[src/rtl/lhp_pkg.sv]
`timescale 1ns / 1ps
package lhp_pkg;
	localparam int DEF_NUM_STAGES  = 9;
	localparam int DEF_NUM_BUCKETS = 64;
	localparam int CMD_W   = 1;
	localparam int STAGE_W = 4;
	localparam int DUR_W   = 40;
	localparam int CNT_W   = 32;
	localparam int TOT_W   = 64;
	localparam int BW_W    = 30;
	localparam int IDX_W   = 6;
	localparam logic [BW_W-1:0] BW_RESET = 30'd1000000;
	localparam logic CMD_RECORD = 1'b0;
	localparam logic CMD_QUERY  = 1'b1;

	typedef struct packed {
		logic             cmd;
		logic             in_range;
		logic [STAGE_W-1:0] stage;
		logic [DUR_W-1:0] dur;
	} lhp_item_t;

	typedef enum logic [3:0] {
		ST_IDLE, ST_DIV, ST_RD, ST_WR, ST_QDIV, ST_WALK, ST_WALKW, ST_OUT, ST_CLR
	} lhp_state_t;
endpackage

[src/rtl/lhp_front.sv]
`timescale 1ns / 1ps
module lhp_front import lhp_pkg::*; #(
	parameter int NUM_STAGES = DEF_NUM_STAGES
) (
	input  logic      clk,
	input  logic      arst_n,
	input  logic      in_valid,
	output logic      in_ready,
	input  logic [CMD_W+STAGE_W+DUR_W-1:0] in_data,
	output logic      q_valid,
	input  logic      q_ready,
	output lhp_item_t q_item
);
	// two-entry queue toward the back end
	lhp_item_t mem_q [2];
	logic      wp_q, rp_q;
	logic [1:0] cnt_q;
	lhp_item_t item;
	always_comb begin
		item.cmd      = in_data[0];
		item.stage    = in_data[STAGE_W:1];
		item.dur      = in_data[STAGE_W+DUR_W:STAGE_W+1];
		item.in_range = {28'd0, in_data[STAGE_W:1]} < 32'(NUM_STAGES);
	end
	assign in_ready = cnt_q != 2'd2;
	assign q_valid  = cnt_q != 2'd0;
	assign q_item   = mem_q[rp_q];
	wire push = in_valid && in_ready;
	wire pop  = q_valid && q_ready;
	always_ff @(posedge clk) if (push) mem_q[wp_q] <= item;
	always_ff @(posedge clk or negedge arst_n) begin
		if (!arst_n) begin
			wp_q <= 1'b0; rp_q <= 1'b0; cnt_q <= 2'd0;
		end else begin
			if (push) wp_q <= ~wp_q;
			if (pop) rp_q <= ~rp_q;
			cnt_q <= cnt_q + {1'b0, push} - {1'b0, pop};
		end
	end
endmodule

[config.mk]
export PLATFORM = sky130hd
export DESIGN_NAME = lhp_front
export DESIGN_NICKNAME = d
export VERILOG_FILES = /design/src/rtl/lhp_pkg.sv /design/src/rtl/lhp_front.sv
export SDC_FILE = /design/constraint.sdc
export NUM_CORES = 1
export LEC_CHECK = 0
export ABC_AREA = 1
export BUFFER_PORTS_ARGS = -buffer_cell sky130_fd_sc_hd__buf_4
export CAP_MARGIN = 20
export CORE_UTILIZATION = 30
export DETAILED_ROUTE_END_ITERATION = 7
export GPL_ROUTABILITY_DRIVEN = 0
export GPL_TIMING_DRIVEN = 0
export MAX_ROUTING_LAYER = met4
export PLACE_DENSITY = 0.55
export SLEW_MARGIN = 30
export SYNTH_ARGS = -nofsm -noshare
export SYNTH_HDL_FRONTEND = slang
export SYNTH_SLANG_ARGS = --single-unit
[constraint.sdc]
create_clock -name clk -period 9.3 [get_ports clk]
set_input_delay 0 -clock clk [delete_from_list [all_inputs] [get_ports clk]]
set_output_delay 0 -clock clk [all_outputs]
set_load 0.02 [all_outputs]
======== Word-level counts from Yosys, hierarchy flattened ========
Memory sizes are Yosys's and may differ from the RTL's.
Index checks and enable logic that the tools add are counted.
word-level totals
  bits of input ports ..................... 49
  memories kept ........................... 1
  memory bits (writable) .................. 92
  latch bits .............................. 0
  memory bits (read-only) ................. 0
  word-level logic and storage cells ...... 15
  bits in registers ....................... 4
memory list
  memory  depth  bits a word  read ports  clocked after Yosys merged registers in  wr ports  line             RTL
  mem_q   2      46           1           0                                        1         lhp_front.sv:15  lhp_item_t mem_q [2];
operators by class
  order comparisons ....................... 1
  bitwise operators ....................... 2
  divide/modulo/power cells ............... 0
  add/sub/neg operators ................... 2
  multiplexer cells ....................... 2
  reductions and logical operators ........ 3
  shifts and indexed selects .............. 0
  multipliers ............................. 0
  eq/ne operators ......................... 1
operators by type and width
  cell                                          count
  4-bit < comparator, second input constant     1
  2-bit by 1-bit adder with 2-bit output        1
  1-bit logical AND                             2
  1-bit 2-to-1 mux                              2
  2-bit inequality test, second input constant  1
  1-bit NOT                                     2
  2-bit nonzero test                            1
  2-bit by 1-bit subtractor with 2-bit output   1

======== Logic depth before layout (Yosys ltp) ========
  depth in word-level cells ............... 4
  mapped depth ............................ 12

======== Worst setup path after synthesis ========
Ideal clock, no wire load.
  path type ............................... register to register
  start point ............................. register cnt_q[1]
  end point ............................... memory mem_q[1][0] (netlist name), enable pin
  required time ........................... 8,849 ps
  cell stages (with the launch flop) ...... 4
  library setup time ...................... 451 ps
  path slack .............................. 6,226 ps
  arrival ................................. 2,623 ps
  cells stage by stage .................... dfrtp_1 -> nand2_2 -> nand2_4 -> nor2_1
on the way
  cells in the longest elaborated chain, start to end .. 4
ends and longest elaborated chain
  item                                    line             RTL
  start: declaration                      lhp_front.sv:17  logic [1:0] cnt_q;
  start signal: assignment                lhp_front.sv:37  cnt_q <= cnt_q + {1'b0, push} - {1'b0, pop};
  2-bit inequality test                   lhp_front.sv:25  assign in_ready = cnt_q != 2'd2;
  via in_ready                            lhp_front.sv:8   output logic in_ready,
  1-bit logical AND                       lhp_front.sv:28  wire push = in_valid && in_ready;
  1-bit 2-to-1 mux                        lhp_front.sv:30  always_ff @(posedge clk) if (push) mem_q[wp_q] <= item;
  1-bit 2-to-1 mux (not written as such)  lhp_front.sv:30
  end: declaration                        lhp_front.sv:15
The timed path passes the listed nets, and every way through them passes these cells.

======== Worst setup path after layout ========
  start point ............................. register cnt_q[0]
  end point ............................... memory mem_q[0][38] (netlist name), enable pin
on the way
  cells in the longest elaborated chain, start to end .. 4
ends and longest elaborated chain
  item                                    line
  2-bit inequality test                   lhp_front.sv:25
  1-bit logical AND                       lhp_front.sv:28
  1-bit 2-to-1 mux                        lhp_front.sv:30
  1-bit 2-to-1 mux (not written as such)  lhp_front.sv:30
Every way passes these cells.

==> out/results.ini <==
[status]
run_status = finished with violations
violations = DRC

[detailed_routing]
detail_route.wl_per_cell_um = 13.40
drt-vias-per-instance = 4.259
route.final.wire_length_um = 7772
first_iter_violations = 87
number_of_routed_nets_with_antenna_violations = 0
remaining_drc_errors = 6
vias = 2470
drtPass1Iterations = 6

[yosys]
post_synth_most_frequent_cells = nand2_1 (145), edfxtp_1 (92), buf_6 (7), inv_1 (7), nor2_1 (5)
yosysSeqAreaShare_pct = 78.92
postSynth.asyncResetShare_pct = 4.167
synthXorXnorAreaFrac_pct = 0.2415
post_synth_fa_ha_maj_area_fraction_pct = 0.3449
synth.distinct_cells = 18
synth.mux.area_fraction_pct = 0
mean_syn_cell_area_um2 = 13.29
synth-main-ff-cell = edfxtp_1
syn_nets = 323
synth.top_cells.by_area = edfxtp_1 (76%), nand2_1 (15%), dfrtp_1 (2.8%)
post_synth_inst_count = 273
yosysWarningCount = 0
synth-compound-area-share_pct = 0.4829
yosys.area_share.simple_pct = 16.28
synth_top_family_by_area = simple AND/OR/NAND/NOR gates
synth_seq_cells = 96
synth_enable_flop_cells = 92
netlist_area_mm2 = 0.003627
synth_area_leader_cell = edfxtp_1
netlist.area_leader.share_pct = 76.16
post-synth-top-count-cell = nand2_1

[clocking]
post_cts_hold_buffer_count = 49
postCtsSetupBuffers = 0
worstSkewPairLatency_ps = 340
clock-sinks = 96
cts_tree = built
clkTransAtPathRegs_ps = 60
clockRootBuffer = clkbuf_16
ctsLongestPathBuffers = 2
tritoncts.num_buffers = 9
post_cts_resize_count = 0
cts_max_level = 3

[floorplanning]
die_x_um = 112.0
standard_cell_core_area_mm2 = 0.01161
io_pins = 97
die_h_um = 112.0
cell_row_count = 39
initial_utilization_pct = 31.23
area_enclosed_by_the_die_boundary_mm2 = 0.01254

[worst_setup_path]
worstPathRequired_ps = 9350
setup.worst_path.start_class = flop
setup.worst_path.class = reg2reg
setup.worst_path.end_class = flop
cp_data_arrival_time_ps = 1780
cp_max_fo = 17

[placed_design]
placement.cell_area_mm2 = 0.004652
dpl.hpwl_um = 4921
placement.io_buffers = 96

[timing]
final-max-slew-violation-count = 0
worst_slew_pin_slew_ps = 628.0
final_hold_viol_count = 0
holdWs_ps = 376.9
fin_tns_setup_ps = 0
clock_skew_ps = 7.632
worst_slew_margin_pct = 58.04
report.final.setup_viol = 0
period_needed_ps = 1728
post-route-period-util_pct = 18.58
rsz0062_at_grt = false
clock.fmax_mhz = 578.7

[global_routing]
grt.overflow.total = 0
global_route_wire_length_before_repair_um = 12530
pin_count_of_the_biggest_net_entering_global_routing = 18
grt_use_met1_pct = 17.22
initial_antenna_violation_count = 0
global_route.usage.met3_pct = 4.409
gr-max-usage-layer = met2
number_of_global_route_vias_before_repair = 2471
groute.usage.overall_pct = 13.84
met2_usage_pct = 21.16

[finish]
layout_stage_area_growth_over_the_synthesis_result_pct = 49.47
antenna-diode-count = 0
postLayoutCellArea_mm2 = 0.005421
final_net_count = 483
final_layout_size_suffix_gt1_share_pct = 29.06

[pwr]
worst_ir_drop_vdd_v = 0.0001587
power_density_mw_per_mm2 = 310.6
leakage_nw = 2.311

[run]
max_cap_violations = 0

[worst_hold_path]
min-delay-path-class = in2reg

## through the flow
| stage | cells | util [%] | setup WS, ps | total power (W) |
|---|---|---|---|---|
| final | 580 | 46.68 | 7572 | 0.001684 |
| after global routing | 580 | 46.68 | 7430 | 0.001790 |
| after CTS | 580 | 46.68 | 7547 | 0.001713 |
| after detailed placement | 516 | 40.06 | 7561 | 0.001338 |
| after global placement | 512 | 38.98 | 4849 | 0.001299 |
| after floorplan | 273 | - | 6226 | 0.001017 |
## flip-flops by register name, indices dropped and copies added (netlist names)
| signal | flops |
|---|---|
| wp_q | 1 |
| rp_q | 1 |
| mem_q | 92 |
| cnt_q | 2 |
## power by group
group | internal (W) | total, W | switching [W] | leakage [nW]
Sequential | 0.000590 | 0.000618 | 0.0000280 | 0.901
Combinational | 0.000290 | 0.000711 | 0.000422 | 1.28
Clock | 0.000206 | 0.000355 | 0.000149 | 0.133
Total | 0.00109 | 0.00168 | 0.000599 | 2.31
## final cells by class
type                    count  area [um2]
flip-flops and latches     96        2863
fillers                  1038        6192
multi-input cells         159       644.4
plain buffers              10       105.1
well taps                 143       178.9
repair buffers            149        1321
clock buffers              11       232.7
clock inverters             4       46.29
inverters                   8       30.03
## critical path: stages (launching register included)
cell	delay [ps]
dfrtp_1	420
inv_1	80
nand2_2	110
nand2_4	90
nor2_4	500
buf_16	240
## layer usage
layer | wire, um | share of wire, % | vias up
met5 | 0 | 0 | -
met4 | 111 | 1.4 | 0
met3 | 404 | 5.2 | 8
met2 | 3706 | 48 | 64
met1 | 3549 | 46 | 1164
li1 | - | - | 1234
## path summary, 6_finish.rpt
kind / slack [ps] / start / depth (start not counted) / end
setup / recovery: 7570 / cnt_q[0]$_DFF_PN0_ / 5 / mem_q[0][38]$_DFFE_PP_
hold / removal: 380 / in_data[12] / 2 / mem_q[0][7]$_DFFE_PP_
setup reg to reg: 7570 / cnt_q[0]$_DFF_PN0_ / 5 / mem_q[0][38]$_DFFE_PP_
hold reg to reg: 580 / wp_q$_DFFE_PN0P_ / 2 / wp_q$_DFFE_PN0P_
max in group asynchronous: 8540 / arst_n / 3 / cnt_q[0]$_DFF_PN0_
min in group asynchronous: 580 / arst_n / 3 / wp_q$_DFFE_PN0P_
## cells by family (layout without fill, tap and decap cells)
| group | Yosys count | count (layout) |
|---|---|---|
| and+or+nand+nor | 154 | 154 |
| DFF | 96 | 96 |
| xor gates and xnor gates | 1 | 1 |
| buffers and inverters | 18 | 182 |
| AOI/OAI and AO/OA | 3 | 3 |
| adders and majority gates | 1 | 1 |
## cells in the final DEF, fill, tap and decap left out
master / n
nand2_1: 145
buf_4: 97
edfxtp_1: 92
dlygate4sd3_1: 49
clkbuf_16: 9
inv_1: 7
buf_6: 7
dfrtp_1: 4
buf_16: 4
nor2_1: 3
nand3_1: 2
nor2_4: 2
clkbuf_1: 2
nand2_2: 1
o21ai_1: 1
nand2_4: 1
inv_2: 1
buf_2: 1
clkbuf_8: 1
o31ai_1: 1
a21oi_1: 1
xor2_1: 1
ha_1: 1
bufinv_16: 1
clkinv_1: 1
clkinv_2: 1
clkinvlp_4: 1
(Power assumes the default switching activity.)
